$ cat src/sgpm_pkg.sv
package sgpm_pkg;

    localparam int SAMPLE_BITS   = 24;
    localparam int MAG_BITS      = SAMPLE_BITS - 1;
    localparam int GAIN_BITS     = 18;
    localparam int PAN_BITS      = 16;
    localparam int FAC_BITS      = 16;
    localparam int GF_BITS       = GAIN_BITS + FAC_BITS;
    localparam int ACC_BITS      = SAMPLE_BITS + 5;
    localparam int MODE_BITS     = 3;
    localparam int CFG_IDX_BITS  = 2;
    localparam int CFG_DATA_BITS = 18;
    localparam int CNT_BITS      = 4;
    localparam int COEF_BITS     = 16;

    // gain times pan factor: 4-bit digits of the factor, msb first
    localparam int GF_DIGIT   = 4;
    localparam int GF_STEPS   = FAC_BITS / GF_DIGIT;
    // sample times gain-factor: 3-bit digits, lsb first, 30 bits shifted out
    localparam int MUL_DIGIT  = 3;
    localparam int MUL_SHIFTS = 30 / MUL_DIGIT;
    // meter smoothing: 4-bit digits of the coefficient, lsb first
    localparam int MTR_DIGIT  = 4;
    localparam int MTR_STEPS  = COEF_BITS / MTR_DIGIT;

    localparam logic [CFG_IDX_BITS-1:0] REG_GAIN_LEFT  = 2'd0;
    localparam logic [CFG_IDX_BITS-1:0] REG_GAIN_RIGHT = 2'd1;
    localparam logic [CFG_IDX_BITS-1:0] REG_PAN        = 2'd2;
    localparam logic [CFG_IDX_BITS-1:0] REG_MODE       = 2'd3;

    localparam logic [MODE_BITS-1:0] MODE_PASS  = 3'd0;
    localparam logic [MODE_BITS-1:0] MODE_SWAP  = 3'd1;
    localparam logic [MODE_BITS-1:0] MODE_LEFT  = 3'd2;
    localparam logic [MODE_BITS-1:0] MODE_RIGHT = 3'd3;
    localparam logic [MODE_BITS-1:0] MODE_MUTE  = 3'd4;

    localparam logic [GAIN_BITS-1:0] GAIN_RESET = 18'd65536;
    localparam logic signed [PAN_BITS-1:0] PAN_ONE = 16'sd16384;

    localparam logic [COEF_BITS-1:0] ATTACK_Q16 = 16'd39322;
    localparam logic [COEF_BITS-1:0] DECAY_Q16  = 16'd6554;

    localparam logic signed [SAMPLE_BITS-1:0] S_MAX = {1'b0, {(SAMPLE_BITS-1){1'b1}}};
    localparam logic signed [SAMPLE_BITS-1:0] S_MIN = {1'b1, {(SAMPLE_BITS-1){1'b0}}};
    localparam logic signed [ACC_BITS-1:0] ACC_SMAX = ACC_BITS'(S_MAX);
    localparam logic signed [ACC_BITS-1:0] ACC_SMIN = ACC_BITS'(S_MIN);

    typedef struct packed {
        logic smp_load;
        logic gf_load;
        logic gf_step;
        logic mul_load;
        logic mul_step;
        logic mul_final;
    } gain_ctl_t;

    typedef struct packed {
        logic peak_upd;
        logic load;
        logic step;
        logic commit;
    } meter_ctl_t;

    function automatic logic signed [SAMPLE_BITS-1:0] sat_acc(
        input logic signed [ACC_BITS-1:0] v
    );
        logic signed [SAMPLE_BITS-1:0] r;
        if (v > ACC_SMAX)
        begin
            r = S_MAX;
        end
        else if (v < ACC_SMIN)
        begin
            r = S_MIN;
        end
        else
        begin
            r = v[SAMPLE_BITS-1:0];
        end
        return r;
    endfunction

endpackage

$ cat src/sgpm_gain_lane.sv
module sgpm_gain_lane
    import sgpm_pkg::*;
(
    input  logic                          clk,
    input  gain_ctl_t                     ctl,
    input  logic [GAIN_BITS-1:0]          gain,
    input  logic [FAC_BITS-1:0]           factor,
    input  logic signed [SAMPLE_BITS-1:0] sample,
    output logic signed [SAMPLE_BITS-1:0] result
);

    logic signed [SAMPLE_BITS-1:0] smp_reg, smp_next;
    logic [GF_BITS-1:0]            gf_reg, gf_next;
    logic [FAC_BITS-1:0]           fsh_reg, fsh_next;
    logic [GF_BITS-1:0]            msh_reg, msh_next;
    logic signed [ACC_BITS-1:0]    acc_reg, acc_next;

    logic [GAIN_BITS+GF_DIGIT-1:0] gpart;
    logic [MUL_DIGIT:0]            dsel;
    logic signed [ACC_BITS-1:0]    spart;
    logic signed [ACC_BITS:0]      sum;

    // gain times one factor digit, msb first
    assign gpart = gain * fsh_reg[FAC_BITS-1 -: GF_DIGIT];

    // the last pass adds the remaining top digit without a shift
    assign dsel  = ctl.mul_final ? msh_reg[MUL_DIGIT:0] : {1'b0, msh_reg[MUL_DIGIT-1:0]};
    assign spart = smp_reg * $signed({1'b0, dsel});
    assign sum   = {acc_reg[ACC_BITS-1], acc_reg} + {spart[ACC_BITS-1], spart};

    always_comb
    begin
        smp_next = smp_reg;
        gf_next  = gf_reg;
        fsh_next = fsh_reg;
        msh_next = msh_reg;
        acc_next = acc_reg;
        if (ctl.smp_load)
        begin
            smp_next = sample;
        end
        if (ctl.gf_load)
        begin
            gf_next  = '0;
            fsh_next = factor;
        end
        else if (ctl.gf_step)
        begin
            gf_next  = (gf_reg << GF_DIGIT) + GF_BITS'(gpart);
            fsh_next = fsh_reg << GF_DIGIT;
        end
        if (ctl.mul_load)
        begin
            msh_next = gf_reg;
            acc_next = '0;
        end
        else if (ctl.mul_step)
        begin
            // arithmetic shift keeps the running floor exact
            acc_next = ACC_BITS'(sum >>> MUL_DIGIT);
            msh_next = msh_reg >> MUL_DIGIT;
        end
        else if (ctl.mul_final)
        begin
            acc_next = sum[ACC_BITS-1:0];
        end
    end

    always_ff @(posedge clk)
    begin
        smp_reg <= smp_next;
        gf_reg  <= gf_next;
        fsh_reg <= fsh_next;
        msh_reg <= msh_next;
        acc_reg <= acc_next;
    end

    assign result = sat_acc(acc_reg);

endmodule

$ cat src/sgpm_meter_lane.sv
module sgpm_meter_lane
    import sgpm_pkg::*;
(
    input  logic                          clk,
    input  logic                          rst_n,
    input  meter_ctl_t                    ctl,
    input  logic signed [SAMPLE_BITS-1:0] sample,
    output logic [MAG_BITS-1:0]           meter
);

    logic [MAG_BITS-1:0]           peak_reg, peak_next;
    logic [MAG_BITS-1:0]           prev_reg, prev_next;
    logic signed [SAMPLE_BITS-1:0] diff_reg, diff_next;
    logic [COEF_BITS-1:0]          xsh_reg, xsh_next;
    logic signed [ACC_BITS-1:0]    acc_reg, acc_next;

    logic signed [SAMPLE_BITS-1:0] negv;
    logic [MAG_BITS-1:0]           mag;
    logic signed [ACC_BITS-1:0]    mpart;
    logic signed [ACC_BITS:0]      sum;

    assign negv = -sample;

    // most negative sample clamps to the largest positive magnitude
    always_comb
    begin
        if (!sample[SAMPLE_BITS-1])
        begin
            mag = sample[MAG_BITS-1:0];
        end
        else if (sample == S_MIN)
        begin
            mag = {MAG_BITS{1'b1}};
        end
        else
        begin
            mag = negv[MAG_BITS-1:0];
        end
    end

    assign mpart = diff_reg * $signed({1'b0, xsh_reg[MTR_DIGIT-1:0]});
    assign sum   = {acc_reg[ACC_BITS-1], acc_reg} + {mpart[ACC_BITS-1], mpart};

    always_comb
    begin
        peak_next = peak_reg;
        prev_next = prev_reg;
        diff_next = diff_reg;
        xsh_next  = xsh_reg;
        acc_next  = acc_reg;
        if (ctl.peak_upd && (mag > peak_reg))
        begin
            peak_next = mag;
        end
        if (ctl.load)
        begin
            diff_next = $signed({1'b0, peak_reg}) - $signed({1'b0, prev_reg});
            xsh_next  = (peak_reg < prev_reg) ? DECAY_Q16 : ATTACK_Q16;
            acc_next  = '0;
        end
        else if (ctl.step)
        begin
            acc_next = ACC_BITS'(sum >>> MTR_DIGIT);
            xsh_next = xsh_reg >> MTR_DIGIT;
        end
        if (ctl.commit)
        begin
            // new level stays between prev and peak, so modulo width is exact
            prev_next = prev_reg + acc_reg[MAG_BITS-1:0];
            peak_next = '0;
        end
    end

    always_ff @(posedge clk or negedge rst_n)
    begin
        if (!rst_n)
        begin
            peak_reg <= '0;
            prev_reg <= '0;
        end
        else
        begin
            peak_reg <= peak_next;
            prev_reg <= prev_next;
        end
    end

    always_ff @(posedge clk)
    begin
        diff_reg <= diff_next;
        xsh_reg  <= xsh_next;
        acc_reg  <= acc_next;
    end

    assign meter = prev_reg;

endmodule

$ cat src/stereo_gain_pan_meter_unit.sv
// channel   handshake              payload
// cfg       cfg_wr_en              cfg_index, cfg_data
// input     in_valid / in_ready    left_in, right_in, end_of_block
// output    out_valid / out_ready  left_out, right_out, meter_left, meter_right, meter_valid
//
// one transaction at a time: the next input is accepted only once the current item is through
// every item runs the 3-bit digit-serial sample multiplier; end_of_block adds the meter
// smoothing, and the first item after a config write adds the gain-pan product
// reset clears config to defaults and meter state to zero
// a finished result waits in the output register; the next input is accepted meanwhile
// and held in the last stage only if the previous result is still not taken
module stereo_gain_pan_meter_unit
    import sgpm_pkg::*;
(
    input  logic                          clk,
    input  logic                          rst_n,
    input  logic                          cfg_wr_en,
    input  logic [CFG_IDX_BITS-1:0]       cfg_index,
    input  logic [CFG_DATA_BITS-1:0]      cfg_data,
    input  logic                          in_valid,
    output logic                          in_ready,
    input  logic signed [SAMPLE_BITS-1:0] left_in,
    input  logic signed [SAMPLE_BITS-1:0] right_in,
    input  logic                          end_of_block,
    output logic                          out_valid,
    input  logic                          out_ready,
    output logic signed [SAMPLE_BITS-1:0] left_out,
    output logic signed [SAMPLE_BITS-1:0] right_out,
    output logic [MAG_BITS-1:0]           meter_left,
    output logic [MAG_BITS-1:0]           meter_right,
    output logic                          meter_valid
);

    localparam logic [2:0] S_IDLE  = 3'd0;
    localparam logic [2:0] S_GF    = 3'd1;
    localparam logic [2:0] S_MUL   = 3'd2;
    localparam logic [2:0] S_ROUTE = 3'd3;
    localparam logic [2:0] S_METER = 3'd4;
    localparam logic [2:0] S_DONE  = 3'd5;

    localparam logic [CNT_BITS-1:0] GF_LAST  = CNT_BITS'(GF_STEPS);
    localparam logic [CNT_BITS-1:0] MUL_LAST = CNT_BITS'(MUL_SHIFTS + 1);
    localparam logic [CNT_BITS-1:0] MTR_LAST = CNT_BITS'(MTR_STEPS + 1);

    logic [2:0]          state_reg, state_next;
    logic [CNT_BITS-1:0] cnt_reg, cnt_next;
    logic                dirty_reg, dirty_next;
    logic                eob_reg, eob_next;

    logic [GAIN_BITS-1:0]        gain_l_reg, gain_l_next;
    logic [GAIN_BITS-1:0]        gain_r_reg, gain_r_next;
    logic signed [PAN_BITS-1:0]  pan_reg, pan_next;
    logic [MODE_BITS-1:0]        mode_reg, mode_next;

    logic signed [SAMPLE_BITS-1:0] ol_reg, ol_next;
    logic signed [SAMPLE_BITS-1:0] or_reg, or_next;

    logic                          out_valid_reg, out_valid_next;
    logic signed [SAMPLE_BITS-1:0] left_out_reg, left_out_next;
    logic signed [SAMPLE_BITS-1:0] right_out_reg, right_out_next;
    logic [MAG_BITS-1:0]           meter_l_reg, meter_l_next;
    logic [MAG_BITS-1:0]           meter_r_reg, meter_r_next;
    logic                          meter_valid_reg, meter_valid_next;

    logic signed [PAN_BITS-1:0]    pan_c;
    logic signed [PAN_BITS:0]      fac_l_w, fac_r_w;
    logic [FAC_BITS-1:0]           fac_l, fac_r;
    logic signed [SAMPLE_BITS-1:0] res_l, res_r;
    logic signed [SAMPLE_BITS:0]   lr_sum;
    logic signed [SAMPLE_BITS-1:0] lr_sat;
    logic signed [SAMPLE_BITS-1:0] rt_l, rt_r;
    logic [MAG_BITS-1:0]           mtr_l, mtr_r;
    logic                          accept;
    logic                          out_free;

    gain_ctl_t  gctl;
    meter_ctl_t mctl;

    // pan clamped to plus or minus one, factors 1 - pan and 1 + pan in 0..2.0
    always_comb
    begin
        if (pan_reg > PAN_ONE)
        begin
            pan_c = PAN_ONE;
        end
        else if (pan_reg < -PAN_ONE)
        begin
            pan_c = -PAN_ONE;
        end
        else
        begin
            pan_c = pan_reg;
        end
    end

    assign fac_l_w = {PAN_ONE[PAN_BITS-1], PAN_ONE} - {pan_c[PAN_BITS-1], pan_c};
    assign fac_r_w = {PAN_ONE[PAN_BITS-1], PAN_ONE} + {pan_c[PAN_BITS-1], pan_c};
    assign fac_l   = fac_l_w[FAC_BITS-1:0];
    assign fac_r   = fac_r_w[FAC_BITS-1:0];

    sgpm_gain_lane u_gain_l (
        .clk    (clk),
        .ctl    (gctl),
        .gain   (gain_l_reg),
        .factor (fac_l),
        .sample (left_in),
        .result (res_l)
    );

    sgpm_gain_lane u_gain_r (
        .clk    (clk),
        .ctl    (gctl),
        .gain   (gain_r_reg),
        .factor (fac_r),
        .sample (right_in),
        .result (res_r)
    );

    // channel routing
    assign lr_sum = {res_l[SAMPLE_BITS-1], res_l} + {res_r[SAMPLE_BITS-1], res_r};
    assign lr_sat = sat_acc(ACC_BITS'(lr_sum));

    always_comb
    begin
        unique case (mode_reg)
            MODE_SWAP:
            begin
                rt_l = res_r;
                rt_r = res_l;
            end
            MODE_LEFT:
            begin
                rt_l = lr_sat;
                rt_r = '0;
            end
            MODE_RIGHT:
            begin
                rt_l = '0;
                rt_r = lr_sat;
            end
            MODE_MUTE:
            begin
                rt_l = '0;
                rt_r = '0;
            end
            default:
            begin
                rt_l = res_l;
                rt_r = res_r;
            end
        endcase
    end

    sgpm_meter_lane u_meter_l (
        .clk    (clk),
        .rst_n  (rst_n),
        .ctl    (mctl),
        .sample (rt_l),
        .meter  (mtr_l)
    );

    sgpm_meter_lane u_meter_r (
        .clk    (clk),
        .rst_n  (rst_n),
        .ctl    (mctl),
        .sample (rt_r),
        .meter  (mtr_r)
    );

    assign in_ready = (state_reg == S_IDLE);
    assign accept   = in_valid && in_ready;
    assign out_free = !out_valid_reg || out_ready;

    // configuration
    always_comb
    begin
        gain_l_next = gain_l_reg;
        gain_r_next = gain_r_reg;
        pan_next    = pan_reg;
        mode_next   = mode_reg;
        if (cfg_wr_en)
        begin
            unique case (cfg_index)
                REG_GAIN_LEFT:  gain_l_next = cfg_data;
                REG_GAIN_RIGHT: gain_r_next = cfg_data;
                REG_PAN:        pan_next    = cfg_data[PAN_BITS-1:0];
                REG_MODE:       mode_next   = cfg_data[MODE_BITS-1:0];
                default:        ;
            endcase
        end
    end

    // sequencer
    always_comb
    begin
        state_next       = state_reg;
        cnt_next         = cnt_reg;
        dirty_next       = dirty_reg;
        eob_next         = eob_reg;
        ol_next          = ol_reg;
        or_next          = or_reg;
        out_valid_next   = out_valid_reg;
        left_out_next    = left_out_reg;
        right_out_next   = right_out_reg;
        meter_l_next     = meter_l_reg;
        meter_r_next     = meter_r_reg;
        meter_valid_next = meter_valid_reg;
        gctl             = '0;
        mctl             = '0;

        if (out_valid_reg && out_ready)
        begin
            out_valid_next = 1'b0;
        end

        unique case (state_reg)
            S_IDLE:
            begin
                if (accept)
                begin
                    gctl.smp_load = 1'b1;
                    eob_next      = end_of_block;
                    cnt_next      = '0;
                    // gain-pan product is redone only after reset or a config write
                    state_next    = dirty_reg ? S_GF : S_MUL;
                end
            end
            S_GF:
            begin
                gctl.gf_load = (cnt_reg == '0);
                gctl.gf_step = (cnt_reg != '0);
                cnt_next     = cnt_reg + 1'b1;
                if (cnt_reg == GF_LAST)
                begin
                    dirty_next = 1'b0;
                    cnt_next   = '0;
                    state_next = S_MUL;
                end
            end
            S_MUL:
            begin
                gctl.mul_load  = (cnt_reg == '0);
                gctl.mul_final = (cnt_reg == MUL_LAST);
                gctl.mul_step  = (cnt_reg != '0) && (cnt_reg != MUL_LAST);
                cnt_next       = cnt_reg + 1'b1;
                if (cnt_reg == MUL_LAST)
                begin
                    cnt_next   = '0;
                    state_next = S_ROUTE;
                end
            end
            S_ROUTE:
            begin
                mctl.peak_upd = 1'b1;
                ol_next       = rt_l;
                or_next       = rt_r;
                state_next    = eob_reg ? S_METER : S_DONE;
            end
            S_METER:
            begin
                mctl.load   = (cnt_reg == '0);
                mctl.commit = (cnt_reg == MTR_LAST);
                mctl.step   = (cnt_reg != '0) && (cnt_reg != MTR_LAST);
                cnt_next    = cnt_reg + 1'b1;
                if (cnt_reg == MTR_LAST)
                begin
                    cnt_next   = '0;
                    state_next = S_DONE;
                end
            end
            S_DONE:
            begin
                if (out_free)
                begin
                    out_valid_next   = 1'b1;
                    left_out_next    = ol_reg;
                    right_out_next   = or_reg;
                    meter_valid_next = eob_reg;
                    meter_l_next     = eob_reg ? mtr_l : '0;
                    meter_r_next     = eob_reg ? mtr_r : '0;
                    state_next       = S_IDLE;
                end
            end
            default:
            begin
                state_next = S_IDLE;
            end
        endcase

        if (cfg_wr_en)
        begin
            dirty_next = 1'b1;
        end
    end

    always_ff @(posedge clk or negedge rst_n)
    begin
        if (!rst_n)
        begin
            state_reg     <= S_IDLE;
            cnt_reg       <= '0;
            dirty_reg     <= 1'b1;
            out_valid_reg <= 1'b0;
            gain_l_reg    <= GAIN_RESET;
            gain_r_reg    <= GAIN_RESET;
            pan_reg       <= '0;
            mode_reg      <= MODE_PASS;
        end
        else
        begin
            state_reg     <= state_next;
            cnt_reg       <= cnt_next;
            dirty_reg     <= dirty_next;
            out_valid_reg <= out_valid_next;
            gain_l_reg    <= gain_l_next;
            gain_r_reg    <= gain_r_next;
            pan_reg       <= pan_next;
            mode_reg      <= mode_next;
        end
    end

    always_ff @(posedge clk)
    begin
        eob_reg         <= eob_next;
        ol_reg          <= ol_next;
        or_reg          <= or_next;
        left_out_reg    <= left_out_next;
        right_out_reg   <= right_out_next;
        meter_l_reg     <= meter_l_next;
        meter_r_reg     <= meter_r_next;
        meter_valid_reg <= meter_valid_next;
    end

    assign out_valid   = out_valid_reg;
    assign left_out    = left_out_reg;
    assign right_out   = right_out_reg;
    assign meter_left  = meter_l_reg;
    assign meter_right = meter_r_reg;
    assign meter_valid = meter_valid_reg;

    // one transaction in flight: no accept right after an accept
    a_single_item: assert property (@(posedge clk) disable iff (!rst_n)
        accept |=> !in_ready)
        else $error("input accepted while an item is in flight");

    // meter fields are zero on results without a block end
    a_meter_quiet: assert property (@(posedge clk) disable iff (!rst_n)
        (out_valid && !meter_valid) |-> (meter_left == '0 && meter_right == '0))
        else $error("meter fields set without meter_valid");

    // gain-pan recompute only runs after reset or when config changed
    a_gf_dirty: assert property (@(posedge clk) disable iff (!rst_n)
        (state_reg == S_GF) |-> dirty_reg)
        else $error("gain-pan product recomputed without a config write");

    // a finished item waits while the output register is still occupied
    a_done_hold: assert property (@(posedge clk) disable iff (!rst_n)
        (state_reg == S_DONE && out_valid && !out_ready) |=> (state_reg == S_DONE))
        else $error("result dropped while output was stalled");

endmodule
$ cat config.mk
export PLATFORM = sky130hd
export DESIGN_NAME = stereo_gain_pan_meter_unit
export DESIGN_NICKNAME = d
export VERILOG_FILES = /design/src/sgpm_pkg.sv /design/src/sgpm_gain_lane.sv /design/src/sgpm_meter_lane.sv /design/src/stereo_gain_pan_meter_unit.sv
export SDC_FILE = /design/constraint.sdc
export NUM_CORES = 2
export LEC_CHECK = 0
export BUFFER_PORTS_ARGS = -buffer_cell sky130_fd_sc_hd__buf_2
export CORE_UTILIZATION = 60
export CTS_BUF_LIST = sky130_fd_sc_hd__clkbuf_8
export CTS_CLUSTER_SIZE = 8
export DETAILED_ROUTE_END_ITERATION = 10
export PLACE_DENSITY = 0.79
export SLEW_MARGIN = 10
export SYNTH_ARGS = -nofsm -noshare
export SYNTH_HDL_FRONTEND = slang
export SYNTH_SLANG_ARGS = --single-unit
$ cat constraint.sdc
create_clock -name clk -period 24.6 [get_ports clk]
set_input_delay 4.92 -clock clk [delete_from_list [all_inputs] [get_ports clk]]
set_output_delay 4.92 -clock clk [all_outputs]
set_load 0.05 [all_outputs]
# Word-level counts from Yosys, hierarchy flattened
# Cells that the tools add are included.
# totals
reg_bits,706
in_bits,74
wordCells,189
# op_classes
addsub,16
multipliers,6
order_cmp,12
eq_ne,24
n_mux,63
reduce_logical,32
# op_table
op,count
16-bit 2-to-1 mux,12
23-bit 2-to-1 mux,8
24-bit 2-to-1 mux,6
24-bit one-hot mux with 3 select lines,2
34-bit 2-to-1 mux,4
24-bit by 5-bit multiplier with 29-bit output,4
29-bit 2-to-1 mux,4
34-bit by 22-bit adder with 34-bit output,2
26-bit by 29-bit adder with 30-bit output,2
29-bit by 29-bit adder with 30-bit output,2
29-bit by 24-bit > comparator with 1-bit output (second input constant),2
29-bit by 24-bit < comparator with 1-bit output (second input constant),2
24-bit equality test (second input constant),2
23-bit by 23-bit subtractor with 24-bit output,2
23-bit adder,2
23-bit > comparator,2
23-bit < comparator,2
23-bit negation,2
18-bit by 4-bit multiplier with 22-bit output,2
24-bit by 24-bit adder with 25-bit output,1
25-bit by 24-bit > comparator with 1-bit output (second input constant),1
25-bit by 24-bit < comparator with 1-bit output (second input constant),1
4-bit 2-to-1 mux,6
3-bit 2-to-1 mux,7
31 further kinds,73

# Longest topological paths before layout
# logic_depth
word_depth,15
depth_mapped,40
ltp_nobuf,35

# Cells and area by module
# A second synthesis with hierarchy kept.
# unflattened
cells_unflattened,5996
area_unflattened_um2,57142.3
# by_module_without_submodules
module,n_inst,cells_per_inst,area_each_um2,seq_area_each_um2
sgpm_gain_lane at u_gain_l,1,1374,12881.1,3483.3
sgpm_gain_lane at u_gain_r,1,1367,12843.6,3483.3
stereo_gain_pan_meter_unit,1,911,10652.7,5929.4
sgpm_meter_lane at u_meter_r,1,1198,10490.1,2662.6
sgpm_meter_lane at u_meter_l,1,1146,10274.9,2662.6

# Worst setup path after synthesis
# OpenSTA, ideal clock, no wires.
# synth_timing
kind,input -> register
from,input port out_ready
to,register left_out_reg[0] (netlist: left_out[0]) (enable)
setup_ps,666
t_arrival_ps,11434
required_time_ps,23934
slack_ps,12501
path_stages,2
n_path_buf,0
path_cell_list,nor2b_1 -> nor3_1
# synth_via
elab_chain_len,2
# synth_rtl
item,line_no,rtl
from (decl),stereo_gain_pan_meter_unit.sv:26,"input logic out_ready,"
1-bit logical OR,stereo_gain_pan_meter_unit.sv:172,assign out_free = !out_valid_reg || out_ready;
2-bit AND reduction (no line),-,
to (signal assigned),stereo_gain_pan_meter_unit.sv:327,left_out_reg <= left_out_next;
to (decl),stereo_gain_pan_meter_unit.sv:59,"logic signed [SAMPLE_BITS-1:0] left_out_reg, left_out_next;"
# No other way between the ends.
# A chain may end at the register's enable or synchronous reset.

# Final worst setup path
# layout_timing
from,register u_gain_l.acc_reg[28]
to,register u_meter_l.peak_reg[17]
# layout_via
elab_chain_len,14
word_cells_on_any_way,19
# layout_rtl
item,line_no,rtl
from (decl),sgpm_gain_lane.sv:16,"logic signed [ACC_BITS-1:0] acc_reg, acc_next;"
from (signal assigned),sgpm_gain_lane.sv:75,acc_reg <= acc_next;
29-bit by 24-bit < comparator with 1-bit output,sgpm_pkg.sv:72,else if (v < ACC_SMIN)
24-bit 2-to-1 mux,sgpm_pkg.sv:72,
24-bit 2-to-1 mux (*),sgpm_pkg.sv:68,if (v > ACC_SMAX)
24-bit by 24-bit adder with 25-bit output,stereo_gain_pan_meter_unit.sv:120,"assign lr_sum = {res_l[SAMPLE_BITS-1], res_l} + {res_r[SAMPLE_BITS-1], res_r};"
25-bit by 24-bit < comparator with 1-bit output,sgpm_pkg.sv:72,
24-bit 2-to-1 mux,sgpm_pkg.sv:72,
24-bit 2-to-1 mux,sgpm_pkg.sv:68,
24-bit one-hot mux with 3 select lines (*),stereo_gain_pan_meter_unit.sv:125,unique case (mode_reg)
23-bit negation / 24-bit equality test (equally long branches),"sgpm_meter_lane.sv:22, sgpm_meter_lane.sv:31",
23-bit 2-to-1 mux,sgpm_meter_lane.sv:31,else if (sample == S_MIN)
23-bit 2-to-1 mux (*),sgpm_meter_lane.sv:27,if (!sample[SAMPLE_BITS-1])
23-bit > comparator,sgpm_meter_lane.sv:51,if (ctl.peak_upd && (mag > peak_reg))
1-bit logical AND,sgpm_meter_lane.sv:51,
2-bit nonzero test (no line),-,
to (signal assigned),sgpm_meter_lane.sv:83,peak_reg <= peak_next;
to (decl),sgpm_meter_lane.sv:11,"logic [MAG_BITS-1:0] peak_reg, peak_next;"
# Every way passes the cells marked *; elsewhere a longest branch is shown, timed or not. The select of a mux whose other input is x is not followed.

==> metrics.md <==
| Metric | Value |
|---|---|
| DRC Markers | `16` |
| Worst-Margin Slew | `~1.3 ns` |
| Crit. Startpoint | `u_gain_l.acc_reg[28]$_SDFFE_PP0P_` |
| Vias in the first global route | `slightly above 40000` |
| Fin. Hold Viols | `0` |
| Vias per std cell | `5.85` |
| Minimum clock period | `around 9.6 ns` |
| Critical path data arrival time | `between 10 and 15 ns` |
| Top cell type's share of synthesized area | `0.196` |
| Clock-pin slew on the worst setup and hold paths | `0.06 ns` |
| Final clock skew | `between 0.07 and 0.08 ns` |
| Post-DP HPWL | `101000 um` |
| Placed instance area | `about 56000 um2` |
| Num rows | `109` |
| Die area | `roughly 91000 um2` |
| Post-Synthesis Cells | `roughly 5700` |
| Die width | `~300 um` |
| Mapped Nets | `around 6600` |
| H-Tree Depth | `3` |
| Worst Path Required | `between 20 and 30 ns` |
| Buffer count from post-CTS setup fixing | `0` |
| Die Ht | `about 300 um` |
| Top Ports | `171` |
| Hold crit path type | `flip-flop to flip-flop` |
| Antenna violations before repair | `5` |
| Clk root buf | `clkbuf_8` |
| Area Overhead vs Synth | `8.19%` |
| Worst slew margin | `0.137` |
| Layout cells sized above 1 | `0.0914` |
| Synth warn | `0` |
| Final cell count without fillers | `~7100` |
| Dpl cells | `6866` |
| CP endpoint kind | `flip-flop` |
| RSZ-0062 raised after global routing | `false` |
| Max_cap viols | `0` |
| Final net count | `roughly 6700` |
| Gr ovfl total | `0` |
| TritonCTS buffer count | `120` |
| Critical-path top delay cell | `a222oi_1` |
| Slew Viols, Final | `0` |
| Effective utilization at floorplan | `0.608` |
| Distinct cells, synth | `98` |
| Failing checks | `design-rule violations` |
| Multi-input logic area | `32800 um2` |
| FF+latch count, synth | `a little under 700` |
| Core Footprint | `88800 um2` |
| Total number of vias | `slightly above 40000` |
| Drt pass-1 iters | `11` |
| Setup violators final | `0` |
| Reg2reg start | `u_gain_l.acc_reg[28]$_SDFFE_PP0P_` |
| GRT Overall Usage | `0.300` |
| Synth Flop Type | `edfxtp_1` |
| Post-CTS resize count | `0` |
| Core Util, Final | `0.657` |
| GPL Wtd Cong | `about 0.94` |
| CTS tree | `yes` |
| Buf/Inv on CP | `5` |
| Critical path class | `flip-flop to flip-flop` |
| Iteration-0 DRC Markers | `3471` |
| Post-route setup TNS | `0 ns` |
| Avg WL per Cell | `18.8 um` |
| Startpoint Class | `flip-flop` |
| Most frequent cells in the layout | `687 x inv_1, 678 x nand2_1, 452 x ha_1` |
| Crit Path Max Fanout | `28` |
| Port buffer count | `170` |
| Max Fclk | `roughly 0.10 GHz` |
| Most common cell after layout, fill and taps aside | `inv_1` |
| First-pass GRT wire length | `about 220000 um` |
| Number of fill cells in the layout | `7039` |
| Clk buf depth | `3` |
| Syn_area_per_cell | `9.47 um2` |
| Run status | `finished, violations left` |
| Clk Latency, worst-skew pair | `0.82 ns` |
| Worst hold path startpoint | `or_reg[5]$_DFFE_PP_` |
| Sequential-to-total area share from yosys stat | `0.334` |
| Synth async-reset ratio | `0.227` |
| WL final | `about 130000 um` |
| Fin crit share | `0.389` |
| CP max stage delay | `roughly 1.1 ns` |
| Synth area leaders | `edfxtp_1 20%, fa_1 13%, ha_1 10%, dfrtp_1 7.1%, dfxtp_1 6.6%` |
| Post-route cell area | `approximately 58000 um2` |
| Clock Sink Count | `between 600 and 700` |
| Register area | `about 18000 um2` |
| Synthesized area | `approximately 54000 um2` |
| Hold buffers post-CTS | `0` |
| Pin count of the biggest net entering global routing | `99` |
| Cell accounting for the most synthesized area | `edfxtp_1` |
| EDFF count, synth | `approximately 350` |
| Top Family by Delay on Critical Path | `compound AO/OA/AOI/OAI gates` |
| Antenna viol nets, final | `0` |
==> per-stage QoR <==
stage | worst slack (ns) | hold WS (ns)
2_1_floorplan | 12.50 | 0.400
3_5_place_dp | 15.30 | 0.405
4_1_cts | 15.25 | 0.379
6_report | 15.04 | 0.392
3_3_place_gp | 15.52 | 0.401
5_1_grt | 14.46 | 0.390
==> final cells by class <==
type                       count  share of cell area
clock inverter                93              0.0105
timing repair buffer         216              0.0206
antenna                        4            0.000171
inverter                     641              0.0412
clock buffer                 136              0.0321
multi-input combinational   4158               0.561
sequential                   686               0.309
tap                         1165              0.0250
==> per-layer routing <==
layer / up-vias / share of wire / GRT usage
met5: - / 0 / 0
met4: 0 / 0.031 / 0.0968
met3: 253 / 0.066 / 0.0448
met2: 1274 / 0.46 / 0.478
met1: 20311 / 0.45 / 0.421
li1: 19705 / - / -
==> synthesized netlist by cell type (all sizes together), types with 37 or more instances <==
| cell type | n |
|---|---|
| a21o | 96 |
| a21oi | 283 |
| a31oi | 44 |
| and2 | 433 |
| and3 | 48 |
| clkbuf | 187 |
| dfrtp | 153 |
| dfxtp | 178 |
| edfxtp | 352 |
| fa | 355 |
| ha | 452 |
| inv | 641 |
| mux2 | 65 |
| mux2i | 37 |
| nand2 | 681 |
| nand2b | 62 |
| nand3 | 113 |
| nor2 | 229 |
| nor2b | 42 |
| nor3 | 84 |
| o21a | 38 |
| o21ai | 315 |
| o22ai | 41 |
| o31ai | 51 |
| or3 | 38 |
| xnor2 | 168 |
| xor2 | 102 |
==> worst register-to-register path, delay by kind of cell, from the launching register on <==
family | cells | cell delay, ns
compound gates | 15 | 4.76
fa+ha+maj | 4 | 1.38
buf+inv | 5 | 1.07
flops | 1 | 0.50
simple gates | 7 | 1.79
==> kinds of logic (layout without fill, tap and decap cells) <==
group           Yosys count  count (layout)  share of synthesized area
compound gates         1122            1122                      0.132
xor+xnor                270             270                     0.0438
fa+ha+maj               823             823                      0.240
buf+inv                 850            1086                     0.0598
flops                   686             686                      0.334
mux                     102             102                     0.0205
other cells               0               4                          0
simple gates           1841            1841                      0.170
==> final timing paths <==
kind,to,slack (ns),cells past startpoint
hold / removal,right_out[5]$_DFFE_PP_,0.39,0
min in group asynchronous,u_meter_l.meter[10]$_DFFE_PN0P_,4.24,1
setup reg to reg,u_meter_l.peak_reg[17]$_DFFE_PN0P_,15.04,31
setup / recovery,u_meter_l.peak_reg[17]$_DFFE_PN0P_,15.04,31
hold reg to reg,right_out[5]$_DFFE_PP_,0.39,0
max in group asynchronous,u_meter_r.peak_reg[9]$_DFFE_PN0P_,18.94,2
Power is left out: the tool's default activity adds up to more than one toggle a clock period on the data nets, which glitch-free logic cannot reach.
